File: src/hdl/cpg_pkg.sv
// Shared types and constants for the circle outline pixel generator.
// No dependencies; imported by cpg_pix_unit and the top level.
`timescale 1ns / 1ps

package cpg_pkg;

    localparam int PIX_W     = 17;   // pixel index field width
    localparam int COL_W     = 8;    // centre column width
    localparam int ROW_W     = 9;    // centre row width
    localparam int RAD_W     = 6;    // radius width
    localparam int CHAN_W    = 8;    // one colour channel
    localparam int COLOUR_W  = 16;   // ARGB4444 word
    localparam int D_W       = 12;   // decision variable, signed
    localparam int MAX_STEPS = 46;   // bound on results per circle
    localparam int STEP_W    = 6;    // holds 0..MAX_STEPS

    typedef logic [PIX_W-1:0]         t_pix;
    typedef logic [2:0]               t_oct;   // which of the eight mirrored points
    typedef logic [RAD_W-1:0]         t_off;
    typedef logic signed [D_W-1:0]    t_dec;

    localparam t_dec D_START = t_dec'(3);
    localparam t_dec D_INC_A = t_dec'(6);
    localparam t_dec D_INC_B = t_dec'(10);

endpackage

File: src/hdl/cpg_pix_unit.sv
// Shared pixel address unit: mirrors one octant point about the centre
// and forms row*SCREEN_WIDTH+col modulo 2^17. Depends on cpg_pkg.
`timescale 1ns / 1ps

module cpg_pix_unit import cpg_pkg::*; #(
    parameter int SCREEN_WIDTH = 240
) (
    input  logic [COL_W-1:0] i_cx,
    input  logic [ROW_W-1:0] i_cy,
    input  t_off             i_x,
    input  t_off             i_y,
    input  t_oct             i_oct,
    output t_pix             o_index
);

    t_off u;
    t_off v;
    t_pix col;
    t_pix row;
    t_pix row_base;

    // Upper four points use (x, y), lower four swap the offsets.
    // Bit 0 negates the column offset, bit 1 the row offset.
    always_comb begin
        u = i_oct[2] ? i_y : i_x;
        v = i_oct[2] ? i_x : i_y;
        col = i_oct[0] ? (PIX_W'(i_cx) - PIX_W'(u)) : (PIX_W'(i_cx) + PIX_W'(u));
        row = i_oct[1] ? (PIX_W'(i_cy) - PIX_W'(v)) : (PIX_W'(i_cy) + PIX_W'(v));
        row_base = PIX_W'(row * PIX_W'(SCREEN_WIDTH));
        o_index = row_base + col;
    end

endmodule

File: src/hdl/circle_outline_pixel_generator_top.sv
// Top level of the circle outline pixel generator: command check, step
// sequencer, midpoint recurrence and output register. Uses cpg_pkg, cpg_pix_unit.
// Flow: the command is registered, S_CALC sends the eight mirrored points
// through the one shared pixel address unit in turn, and S_LOAD hands the step
// to the output register once it is free; a rejected circle gives its single
// result from S_REJ. A new command is taken only once the last result is loaded.
// Reset: synchronous active low; clears the sequencer, output valid and layer.
`timescale 1ns / 1ps

module circle_outline_pixel_generator_top import cpg_pkg::*; #(
    parameter int SCREEN_WIDTH  = 240,
    parameter int SCREEN_HEIGHT = 320,
    parameter int MAX_RADIUS    = 63
) (
    input  logic                i_clk,
    input  logic                i_rst_n,
    input  logic                i_cfg_we,
    input  logic                i_cfg_data,
    input  logic                i_valid,
    output logic                o_ready,
    input  logic [COL_W-1:0]    i_centre_col,
    input  logic [ROW_W-1:0]    i_centre_row,
    input  logic [RAD_W-1:0]    i_radius,
    input  logic [CHAN_W-1:0]   i_alpha_in,
    input  logic [CHAN_W-1:0]   i_red_in,
    input  logic [CHAN_W-1:0]   i_green_in,
    input  logic [CHAN_W-1:0]   i_blue_in,
    output logic                o_valid,
    input  logic                i_ready,
    output logic [PIX_W-1:0]    o_pixel_a,
    output logic [PIX_W-1:0]    o_pixel_b,
    output logic [PIX_W-1:0]    o_pixel_c,
    output logic [PIX_W-1:0]    o_pixel_d,
    output logic [PIX_W-1:0]    o_pixel_e,
    output logic [PIX_W-1:0]    o_pixel_f,
    output logic [PIX_W-1:0]    o_pixel_g,
    output logic [PIX_W-1:0]    o_pixel_h,
    output logic [COLOUR_W-1:0] o_packed_colour,
    output logic                o_target_layer,
    output logic                o_status,
    output logic                o_last_step
);

    localparam logic [1:0] S_IDLE = 2'd0;
    localparam logic [1:0] S_CALC = 2'd1;
    localparam logic [1:0] S_LOAD = 2'd2;
    localparam logic [1:0] S_REJ  = 2'd3;

    localparam logic STATUS_OK  = 1'b0;
    localparam logic STATUS_REJ = 1'b1;

    logic [1:0]          r_state, n_state;
    t_oct                r_oct, n_oct;
    logic                r_layer;
    logic [COL_W-1:0]    r_cx;
    logic [ROW_W-1:0]    r_cy;
    logic [COLOUR_W-1:0] r_colour;
    t_off                r_x, n_x;
    t_off                r_y, n_y;
    t_dec                r_d, n_d;
    logic [STEP_W-1:0]   r_n, n_n;
    t_pix                r_pix [8];
    logic                r_out_valid;
    t_pix                r_out_pix [8];
    logic [COLOUR_W-1:0] r_out_colour;
    logic                r_out_layer;
    logic                r_out_status;
    logic                r_out_last;

    logic                in_take;
    logic                out_free;
    logic                cmd_ok;
    logic                d_neg;
    logic                step_last;
    logic                do_load;
    t_pix                unit_index;

    assign o_ready  = (r_state == S_IDLE);
    assign in_take  = i_valid && o_ready;
    assign out_free = !r_out_valid || i_ready;

    assign cmd_ok = (32'(i_radius) <= MAX_RADIUS) &&
                    (i_centre_col >= COL_W'(i_radius)) &&
                    (i_centre_row >= ROW_W'(i_radius)) &&
                    ((32'(i_centre_col) + 32'(i_radius)) < SCREEN_WIDTH) &&
                    ((32'(i_centre_row) + 32'(i_radius)) < SCREEN_HEIGHT);

    cpg_pix_unit #(
        .SCREEN_WIDTH(SCREEN_WIDTH)
    ) u_pix_unit (
        .i_cx    (r_cx),
        .i_cy    (r_cy),
        .i_x     (r_x),
        .i_y     (r_y),
        .i_oct   (r_oct),
        .o_index (unit_index)
    );

    // Recurrence update, applied when a step is handed to the output register.
    always_comb begin
        d_neg = r_d[D_W-1];
        n_x   = r_x + t_off'(1);
        n_n   = r_n + STEP_W'(1);
        if (d_neg) begin
            n_d = r_d + t_dec'({r_x, 2'b00}) + D_INC_A;
            n_y = r_y;
        end else begin
            n_d = r_d + ((t_dec'(r_x) - t_dec'(r_y)) <<< 2) + D_INC_B;
            n_y = r_y - t_off'(1);
        end
        // y stepping below zero ends the circle as well as x passing y
        step_last = (!d_neg && (r_y == '0)) || (n_x > n_y) ||
                    (32'(n_n) >= MAX_STEPS);
    end

    always_comb begin
        n_state = r_state;
        n_oct   = r_oct;
        do_load = 1'b0;
        unique case (r_state)
            S_IDLE: begin
                if (in_take) begin
                    n_state = cmd_ok ? S_CALC : S_REJ;
                end
            end
            S_CALC: begin
                n_oct = r_oct + t_oct'(1);
                if (r_oct == '1) begin
                    n_state = S_LOAD;
                end
            end
            S_LOAD: begin
                if (out_free) begin
                    do_load = 1'b1;
                    n_state = step_last ? S_IDLE : S_CALC;
                end
            end
            S_REJ: begin
                if (out_free) begin
                    n_state = S_IDLE;
                end
            end
            default: n_state = S_IDLE;
        endcase
    end

    always_ff @(posedge i_clk) begin
        if (!i_rst_n) begin
            r_state     <= S_IDLE;
            r_oct       <= '0;
            r_layer     <= 1'b0;
            r_out_valid <= 1'b0;
        end else begin
            r_state <= n_state;
            r_oct   <= n_oct;
            if (i_cfg_we) begin
                r_layer <= i_cfg_data;
            end
            if (do_load || ((r_state == S_REJ) && out_free)) begin
                r_out_valid <= 1'b1;
            end else if (i_ready) begin
                r_out_valid <= 1'b0;
            end
        end
    end

    // Command, recurrence and mirrored pixel registers
    always_ff @(posedge i_clk) begin
        if (in_take) begin
            r_cx     <= i_centre_col;
            r_cy     <= i_centre_row;
            r_colour <= {i_alpha_in[CHAN_W-1 -: 4], i_red_in[CHAN_W-1 -: 4],
                         i_green_in[CHAN_W-1 -: 4], i_blue_in[CHAN_W-1 -: 4]};
            r_x      <= '0;
            r_y      <= i_radius;
            r_d      <= D_START - (t_dec'(i_radius) <<< 1);
            r_n      <= '0;
        end else if (do_load) begin
            r_x <= n_x;
            r_y <= n_y;
            r_d <= n_d;
            r_n <= n_n;
        end
        if (r_state == S_CALC) begin
            r_pix[r_oct] <= unit_index;
        end
    end

    // Output register: hold a result until the transaction completes
    always_ff @(posedge i_clk) begin
        if (do_load) begin
            r_out_pix    <= r_pix;
            r_out_colour <= r_colour;
            r_out_layer  <= r_layer;
            r_out_status <= STATUS_OK;
            r_out_last   <= step_last;
        end else if ((r_state == S_REJ) && out_free) begin
            for (int i = 0; i < 8; i++) begin
                r_out_pix[i] <= '0;
            end
            r_out_colour <= r_colour;
            r_out_layer  <= r_layer;
            r_out_status <= STATUS_REJ;
            r_out_last   <= 1'b1;
        end
    end

    assign o_valid         = r_out_valid;
    assign o_pixel_a       = r_out_pix[0];
    assign o_pixel_b       = r_out_pix[1];
    assign o_pixel_c       = r_out_pix[2];
    assign o_pixel_d       = r_out_pix[3];
    assign o_pixel_e       = r_out_pix[4];
    assign o_pixel_f       = r_out_pix[5];
    assign o_pixel_g       = r_out_pix[6];
    assign o_pixel_h       = r_out_pix[7];
    assign o_packed_colour = r_out_colour;
    assign o_target_layer  = r_out_layer;
    assign o_status        = r_out_status;
    assign o_last_step     = r_out_last;

`ifndef NO_ASSERTIONS
    a_busy_after_take: assert property (@(posedge i_clk) disable iff (!i_rst_n)
        in_take |=> !o_ready)
        else $error("ready stayed high after a command transaction");

    a_oct_idle_zero: assert property (@(posedge i_clk) disable iff (!i_rst_n)
        (r_state != S_CALC) |-> (r_oct == '0))
        else $error("octant counter not parked outside pixel calculation");

    a_calc_in_arc: assert property (@(posedge i_clk) disable iff (!i_rst_n)
        (r_state == S_CALC) |-> (r_x <= r_y))
        else $error("step calculated past the end of the octant");

    a_reject_shape: assert property (@(posedge i_clk) disable iff (!i_rst_n)
        (o_valid && o_status) |-> (o_last_step && (o_pixel_a == '0) && (o_pixel_h == '0)))
        else $error("rejected circle result malformed");
`endif

endmodule

File: config.mk
export PLATFORM = sky130hd
export DESIGN_NAME = circle_outline_pixel_generator_top
export DESIGN_NICKNAME = d
export VERILOG_FILES = /design/src/hdl/cpg_pkg.sv /design/src/hdl/cpg_pix_unit.sv /design/src/hdl/circle_outline_pixel_generator_top.sv
export SDC_FILE = /design/constraint.sdc
export NUM_CORES = 1
export LEC_CHECK = 0
export BUFFER_PORTS_ARGS = -buffer_cell sky130_fd_sc_hd__buf_2
export CORE_ASPECT_RATIO = 0.75
export CORE_MARGIN = 2
export CORE_UTILIZATION = 50
export CTS_BUF_LIST = sky130_fd_sc_hd__clkbuf_2
export DETAILED_ROUTE_END_ITERATION = 6
export PLACE_DENSITY = 0.79
export SLEW_MARGIN = 20
export SYNTH_ARGS = -nofsm -noshare
export SYNTH_HDL_FRONTEND = slang
export SYNTH_SLANG_ARGS = --single-unit
export TNS_END_PERCENT = 5
File: constraint.sdc
create_clock -name i_clk -period 17.6 [get_ports i_clk]
set_input_delay 2.64 -clock i_clk [delete_from_list [all_inputs] [get_ports i_clk]]
set_output_delay 2.64 -clock i_clk [all_outputs]
set_load 0.05 [all_outputs]
==> impl_metrics.toml, run 1 <==
[synth]
netlist_area_mm2 = 0.0174
ys.flop_type = "edfxtp_1"
synth_cell_types = 76
yosys_warnings = 0
yosys-top-cells-count = "edfxtp_1, and2_1, ha_1, inv_1, nor2_1"
syn_avg_cell_area_um2 = 13.2
ys_seq_elements = 360
yosys.cell_count.top_type = "edfxtp_1"
seq_area_frac_synth_pct = 61.1
async_reset_ff_share_pct = 0
synth_top_area_share_pct = 58.8
synth_nets = 1518
synth_edf_count = 340
synthCells = 1311
synth_top_area_cell = "edfxtp_1"
yosys-top-cells-area = "edfxtp_1, ha_1, and2_1"

[critical_path]
crit_chain = "o21ai_0 > ha_1 > fa_1 > o21ai_0 > xor2_1 > inv_1 > fa_1 > inv_1 > fa_1 > ha_1 > a21o_1 > a21oi_1 > o21bai_1 > a21oi_1 > o21ai_0 > o311ai_0 > ha_1 > and2_1 > o2111a_1 > a2111oi_4 > xnor2_1 > xnor2_1 > xnor2_1"
worstSetupPathType = "reg -> reg"
worstSetupStartpointType = "flop"
crit_fanout = 23
cp_data_required_time_ps = 18160
cp_top_family = "compound AO/OA/AOI/OAI gates"
r2r_slack_ps = 9960
crit_arrival_ps = 8200
worst-path-buf-inv = 2
max_stage_delay_ps = 880
worst_path_max_delay_cell = "dfxtp_1"
end_kind = "flop"

[global_routing]
grt_pass1_vias = 10200
grt_max_degree = 137
grt_usage_pct = 19.5
overflow = 0
grt_pass1_wl_um = 54000
antenna_found_initial = 4

[clock_network]
numCtsBuffers = 84
cts_resized = 0
clockRootBuffer = "clkbuf_2"
insertion_delay_ps = 900
clk_pin_slew_ps = 110
cts_tree = "done"
cts_max_level = 3
hold_buffers = 0
cts.sinks = 360
postCtsSetupBuffers = 0
cts_max_path_buffers = 3

[run]
max_cap_viol_count = 0

[timing]
rsz0062_at_grt = "no"
finClkSkew_ps = 60.8
finalCritPeriodShare_pct = 43.4
hold_viol_final = 0
clock.fmax_mhz = 131
setup_violations = 0
slew_viol_final = 0
timing.setup.tns_ps = 0
slew_headroom_pct = 22.1
min_period_ps = 7640
worstMarginPinSlew_ps = 1160

[min_path]
hold_path.class = "reg -> reg"

[layout]
fillers = 2722
drive_above_1_share_pct = 22.9
final_util_pct = 57.2
nets = 1784
synthToLayoutAreaGrowth_pct = 13.6

[detailed_routing]
drc = 0
antenna_left = 0
via_per_inst = 5.12
drtIter0Drc = 804
routed_wl_um = 35000
dr.pass1.iters = 7
vias = 10700
wire_per_inst_um = 16.7

[floorplan]
die_x_um = 219
core_area_mm2 = 0.0345
num_io_pins = 218
die_h_um = 165
start_util_pct = 50.3
dieArea_mm2 = 0.0362
rows = 59

[placed_design]
gp_congestion = 0.872
portBuffers = 201
dp_hpwl_um = 25000

[status]
status = "finished clean"
-- sequential cells by signal, summed over array words and instances (netlist names), 2 cells and up --
register         flops
o_packed_colour     16
o_pixel_a           17
o_pixel_b           17
o_pixel_c           17
o_pixel_d           17
o_pixel_e           17
o_pixel_f           17
o_pixel_g           17
o_pixel_h           17
r_colour            16
r_cx                 8
r_cy                 9
r_d                 11
r_n                  6
r_oct                3
r_pix              136
r_state              2
r_x                  6
r_y                  6
-- routing by layer --
metal	global-route usage (%)	share of wire, %	vias up
li1	-	-	5283
met1	25.7	43	5041
met2	32.0	47	345
met3	3.83	6.9	59
met4	7.52	2.4	0
met5	0	0	-
-- path summary, 6_finish.rpt --
| kind | endpoint | start | cells past startpoint |
|---|---|---|---|
| hold reg to reg | o_packed_colour[15] | r_colour[15] | 0 |
| setup reg to reg | r_pix[16] | r_oct[2] | 23 |
| hold / removal | o_packed_colour[15] | r_colour[15] | 0 |
| setup / recovery | r_pix[16] | r_oct[2] | 23 |
-- per-stage QoR --
step                      instances  instance area, um2  hold slack, ps  worst slack [ps]
final                          2094               19700             402              9960
after global routing           2093               19700             384              9350
after CTS                      2092               19700             384              9930
after detailed placement       1948               18900             405              9950
after global placement         1948               18900             401              9970
after floorplan                1311               17400             400             11240
-- cell families (layout without fill, tap and decap cells) --
group	Yosys count	after routing	synth area share, %
flops	360	360	61.1
simple gates	355	355	11.3
compound gates	215	215	8.28
buf+inv	151	475	3.32
fa+ha+maj	147	147	11.4
xor+xnor	67	67	3.58
mux	16	16	0.944
other cells	0	2	0
-- area by class of cell --
class | count | area (um2) | share of cell area (%)
Multi-Input combinational cell | 800 | 6210 | 31.5
Inverter | 117 | 444 | 2.25
Timing Repair Buffer | 214 | 1100 | 5.60
Tap cell | 457 | 572 | 2.90
Antenna cell | 2 | 5.00 | 0.0254
Clock buffer | 116 | 581 | 2.95
Sequential cell | 360 | 10600 | 53.8
Clock inverter | 28 | 184 | 0.933
-- worst reg2reg max path, stage by stage, from the launching register on --
cell	delay, ps
dfxtp_1	880
o21ai_0	360
ha_1	300
fa_1	380
o21ai_0	230
xor2_1	370
inv_1	120
fa_1	540
inv_1	60
fa_1	470
ha_1	290
a21o_1	170
a21oi_1	230
o21bai_1	100
a21oi_1	210
o21ai_0	210
o311ai_0	400
ha_1	390
and2_1	210
o2111a_1	150
a2111oi_4	330
xnor2_1	180
xnor2_1	110
xnor2_1	660
-- cell usage in the layout, fill, tap and decap left out, types with 5 or more instances in the layout --
| cell | count |
|---|---|
| a21oi_1 | 60 |
| nand2b_1 | 12 |
| a21o_1 | 11 |
| o21bai_1 | 13 |
| o211ai_1 | 8 |
| a21boi_0 | 7 |
| nor4_1 | 6 |
| inv_1 | 116 |
| o21a_1 | 17 |
| a31oi_1 | 5 |
| clkinv_1 | 17 |
| xor2_1 | 16 |
| fa_1 | 20 |
| edfxtp_1 | 340 |
| nor2_1 | 60 |
| and3_1 | 5 |
| buf_4 | 13 |
| or2_2 | 5 |
| mux2i_1 | 12 |
| clkbuf_2 | 116 |
| xnor2_1 | 45 |
| ha_1 | 126 |
| nor2b_1 | 16 |
| buf_2 | 201 |
| nor3_1 | 14 |
| nand3_1 | 13 |
| and2_1 | 139 |
| nand2_1 | 57 |
| xnor2_2 | 5 |
| o21ai_0 | 49 |
| dfxtp_1 | 20 |
Power of run 1 is not shown: default switching activity piles up to over one toggle a cycle in this logic, so the estimate is an artifact.
==> inputs of run 2 (changes only) <==
Settings changed: PLACE_DENSITY 0.79 to 0.82.
Clock period 17.6 ns to 6.42 ns, I/O delays scaled along.
==> run 2 against run 1 <==
Fmax increased by 23%. Final cell count increased by 5.3%. Register-to-register slack got worse by 9700 ps. Sequential cell count unchanged. Global-route usage rose by 1.7 points. Critical endpoint is now r_pix[118]. Largest cell class unchanged. Worst hold slack got worse by 190 ps. Design area rose by 5.6%.
==> impl_metrics.toml, run 2 (synthesized netlist as in run 1, its figures left out) <==
[status]
status = "finished clean"

[floorplan]
start_util_pct = 50.3
die_h_um = 165
dieArea_mm2 = 0.0362
rows = 59
num_io_pins = 218
die_x_um = 219
core_area_mm2 = 0.0345

[timing]
setup_violations = 0
min_period_ps = 6190
rsz0062_at_grt = "yes"
worstMarginPinSlew_ps = 1210
finClkSkew_ps = 126
hold_viol_final = 0
hold_ws_ps = 216
slew_headroom_pct = 18.8
worst_slack_ps = 229
slew_viol_final = 0
clock.fmax_mhz = 162
finalCritPeriodShare_pct = 96.4

[clock_network]
numCtsBuffers = 81
cts_max_path_buffers = 3
clk_pin_slew_ps = 110
cts.sinks = 360
cts_tree = "done"
hold_buffers = 0
cts_max_level = 3
insertion_delay_ps = 960
clockRootBuffer = "clkbuf_2"

[layout]
top_register = "r_pix"
nets = 1886
drive_above_1_share_pct = 30.7
most-common-layout-cells = "edfxtp_1, buf_2, and2_1"
largest_reg_flops = 136
synthToLayoutAreaGrowth_pct = 19.9
final_common_cell = "edfxtp_1"
fillers = 2577

[critical_path]
rr_startpoint = "r_oct[2]"
max_stage_delay_ps = 500
cp_top_family = "compound AO/OA/AOI/OAI gates"
worstSetupStartpointType = "flop"
end_kind = "flop"
r2r_cells = 28
cp-endpoint = "r_pix[118]"
reg2reg_to = "r_pix[118]"
r2r_slack_ps = 230
cp_data_required_time_ps = 7050
worst_path_max_delay_cell = "fa_1"
cpMostUsedCell = "inv_1"
worstSetupPathType = "reg -> reg"
startpoint = "r_oct[2]"
crit_fanout = 9
crit_arrival_ps = 6820
worst-path-stages = 28
worst-path-buf-inv = 8

[global_routing]
overflow = 0
grt_pass1_vias = 11100
grt_usage_pct = 21.2
grt_max_degree = 147
antenna_found_initial = 3
grt_pass1_wl_um = 58500

[detailed_routing]
antenna_left = 0
wire_per_inst_um = 17.5
vias = 11500
drc = 0
routed_wl_um = 38600
dr.pass1.iters = 5
drtIter0Drc = 755
via_per_inst = 5.20

[placed_design]
portBuffers = 201
gp_congestion = 0.870
place_ws_ps = -719
dp_hpwl_um = 27300

[min_path]
hold_start = "i_red_in[5]"
hold_path.class = "in -> reg"

[run]
max_cap_viol_count = 0
[run 2: per-stage QoR]
step,instances,area (um2),util (%),setup TNS [ps]
after floorplan,1311,17400,-,0
after global placement,2041,19600,56.9,-2940
after detailed placement,2041,19600,56.9,-5920
after CTS,2193,20500,59.4,0
after global routing,2204,20800,60.4,-311
final,2204,20800,60.4,0
[run 2: layout make-up]
| type | instances | area (um2) | share of cell area [%] |
|---|---|---|---|
| antenna | 2 | 5.00 | 0.0240 |
| inverter | 117 | 447 | 2.15 |
| sequential | 360 | 10600 | 51.0 |
| timing repair buffer | 319 | 1900 | 9.13 |
| tap | 457 | 572 | 2.75 |
| clock inverter | 27 | 184 | 0.884 |
| multi-input combinational | 800 | 6480 | 31.1 |
| clock buffer | 122 | 611 | 2.93 |
[run 2: worst min-delay path by stage]
| stage | to | slack, ps | depth (start not counted) |
|---|---|---|---|
| after floorplan | o_packed_colour[0] | 400 | 0 |
| after global placement | o_packed_colour[13] | 400 | 0 |
| after global routing | r_colour[8] | 110 | 1 |
| after CTS | r_cx[0] | 110 | 1 |
| after detailed placement | o_packed_colour[10] | 410 | 0 |
| final | r_colour[9] | 220 | 1 |
[run 2: what timing repair did]
| item | in CTS | in global routing |
|---|---|---|
| endpoints found under the setup margin | 21 | 40 |
| setup buffers | 3 | 9 |
| resized for setup | 8 | 62 |
| pin swaps | 2 | 36 |
[run 2: routing by layer]
layer / part of all wire [%] / track usage, %
met2: 49 / 35.7
met4: 2.4 / 7.71
met5: 0.034 / 0
met1: 42 / 27.5
met3: 6.6 / 3.92
Power of run 2 is left out for the same reason.
==> inputs of run 3 (changes only) <==
Settings changed: ABC_AREA set to 1.
==> run 3 against run 2 <==
Area after synthesis is 0.92% higher. Final cell count is 6.9% higher. First-iteration DRC count is 38% higher. Core utilization is 2.7 points lower. Via count is 2.6% higher. Clock skew is 24 ps lower. Highest routed layer is now met4. Critical path type unchanged. Sequential cell count stayed put. Fmax is 2.2% higher. Largest cell class unchanged. Critical path depth is 3 lower. Non-clock buffer count is 99 lower. Synthesized cell count is 20% higher.
==> impl_metrics.toml, run 3 <==
[layout]
top_register = "r_pix"
synthToLayoutAreaGrowth_pct = 14.1
final_common_cell = "edfxtp_1"
most-common-layout-cells = "edfxtp_1, inv_1, buf_2"
largest_reg_flops = 136
fillers = 2743
final_util_pct = 57.7
nets = 2054
drive_above_1_share_pct = 21.4

[synth]
yosys_warnings = 0
syn_avg_cell_area_um2 = 11.2
yosys.cell_count.top_type = "edfxtp_1"
async_reset_ff_share_pct = 0
synth_edf_count = 340
seq_area_frac_synth_pct = 60.6
yosys-top-cells-area = "edfxtp_1, ha_1, inv_1"
synth_top_area_cell = "edfxtp_1"
ys.flop_type = "edfxtp_1"
synth_top_area_share_pct = 58.3
netlist_area_mm2 = 0.0175
synthCells = 1568
synth_nets = 1775
yosys-top-cells-count = "edfxtp_1, inv_1, nor2_1, nand2_1, ha_1"
synth_cell_types = 46
ys_seq_elements = 360

[clock_network]
insertion_delay_ps = 990
hold_buffers = 0
cts.sinks = 360
cts_max_path_buffers = 3
cts_tree = "done"
numCtsBuffers = 84
clk_pin_slew_ps = 110
clockRootBuffer = "clkbuf_2"
cts_max_level = 3

[detailed_routing]
wl_met2_um = 17400
topRoutingLayerUsed = "met4"
vias = 11800
dr.pass1.iters = 5
drtIter0Drc = 1042
wl_met3_um = 2890
via_per_inst = 4.99
wire_per_inst_um = 16.2
antenna_left = 0
wl_met1_um = 17100
drc = 0
routed_wl_um = 38300

[floorplan]
die_h_um = 166
dieArea_mm2 = 0.0366
num_io_pins = 218
start_util_pct = 50.6
die_x_um = 220
core_area_mm2 = 0.0346
rows = 59

[critical_path]
max_stage_delay_ps = 540
worst_path_max_delay_cell = "fa_1"
crit_fanout = 4
worstSetupStartpointType = "flop"
end_kind = "flop"
crit_arrival_ps = 6740
worstSetupPathType = "reg -> reg"
cp_top_family = "adder cells"
cp_data_required_time_ps = 7100
worst-path-buf-inv = 6

[timing]
setup_violations = 0
slew_viol_final = 0
hold_viol_final = 0
worstMarginPinSlew_ps = 1190
slew_headroom_pct = 20.1
rsz0062_at_grt = "yes"
finClkSkew_ps = 102
min_period_ps = 6060
finalCritPeriodShare_pct = 94.4
clock.fmax_mhz = 165

[min_path]
hold_path.class = "in -> reg"

[global_routing]
overflow = 0
grt_pass1_wl_um = 59500
grt_pass1_vias = 11400
antenna_found_initial = 2
grt_usage_pct = 21.2
grt_max_degree = 156

[status]
status = "finished clean"

[placed_design]
dp_hpwl_um = 27300
portBuffers = 201
gp_congestion = 0.896

[run]
max_cap_viol_count = 0
## run 3: repair_timing
| action | CTS | global route |
|---|---|---|
| setup endpoints to repair | 0 | 52 |
| setup buffers | 0 | 2 |
| resized for setup | 0 | 13 |
## run 3: final timing paths
| path | endpoint | slack, ps | depth (start not counted) | startpoint |
|---|---|---|---|---|
| min | r_colour[8] | 150 | 1 | i_red_in[4] |
| max reg2reg | r_pix[100] | 360 | 25 | r_y[0] |
| max | r_pix[100] | 360 | 25 | r_y[0] |
| min reg2reg | o_packed_colour[3] | 410 | 0 | r_colour[3] |
## run 3: cell type report
| cell class | instances | area (um2) | share of cell area, % |
|---|---|---|---|
| sequential | 360 | 10600 | 53.1 |
| multi-input combinational | 855 | 5670 | 28.4 |
| inverter | 326 | 1230 | 6.14 |
| timing repair buffer | 220 | 1160 | 5.81 |
| clock buffer | 118 | 591 | 2.96 |
| tap | 457 | 572 | 2.86 |
| clock inverter | 20 | 151 | 0.758 |
| antenna | 1 | 2.50 | 0.0125 |
## run 3: per-layer routing
metal | vias to the layer above | global-route usage, %
li1 | 5741 | -
met3 | 77 | 4.96
met5 | - | 0
met1 | 5476 | 29.3
met2 | 458 | 33.2
met4 | 0 | 7.21
## run 3: kinds of logic after synthesis
logic type / share of synthesized area [%]
adders and majority gates: 11.4
buffers and inverters: 7.64
xor gates and xnor gates: 3.47
and+or+nand+nor: 10.8
DFF: 60.6
AOI/OAI and AO/OA: 6.08
muxes: 0.0572
## run 3: worst register-to-register path, delay by kind of cell, from the launching register on
family | cells | cell delay (ps)
compound gates | 9 | 1670
flops | 1 | 420
xor+xnor | 3 | 600
buf+inv | 6 | 630
simple gates | 1 | 90
fa+ha+maj | 6 | 2390
## run 3: stage by stage
step                area (um2)  setup TNS, ps  setup slack (ps)  hold slack (ps)  std cells
floorplan                17500              0               724              400       1568
global placement         19100              0               334              400       2216
detailed placement       19200              0               141              405       2216
CTS                      19900              0              64.2             44.9       2354
global route             20000           -448             -82.6             61.4       2357
finish                   20000              0               362              150       2357
Power of run 3 is left out for the same reason.
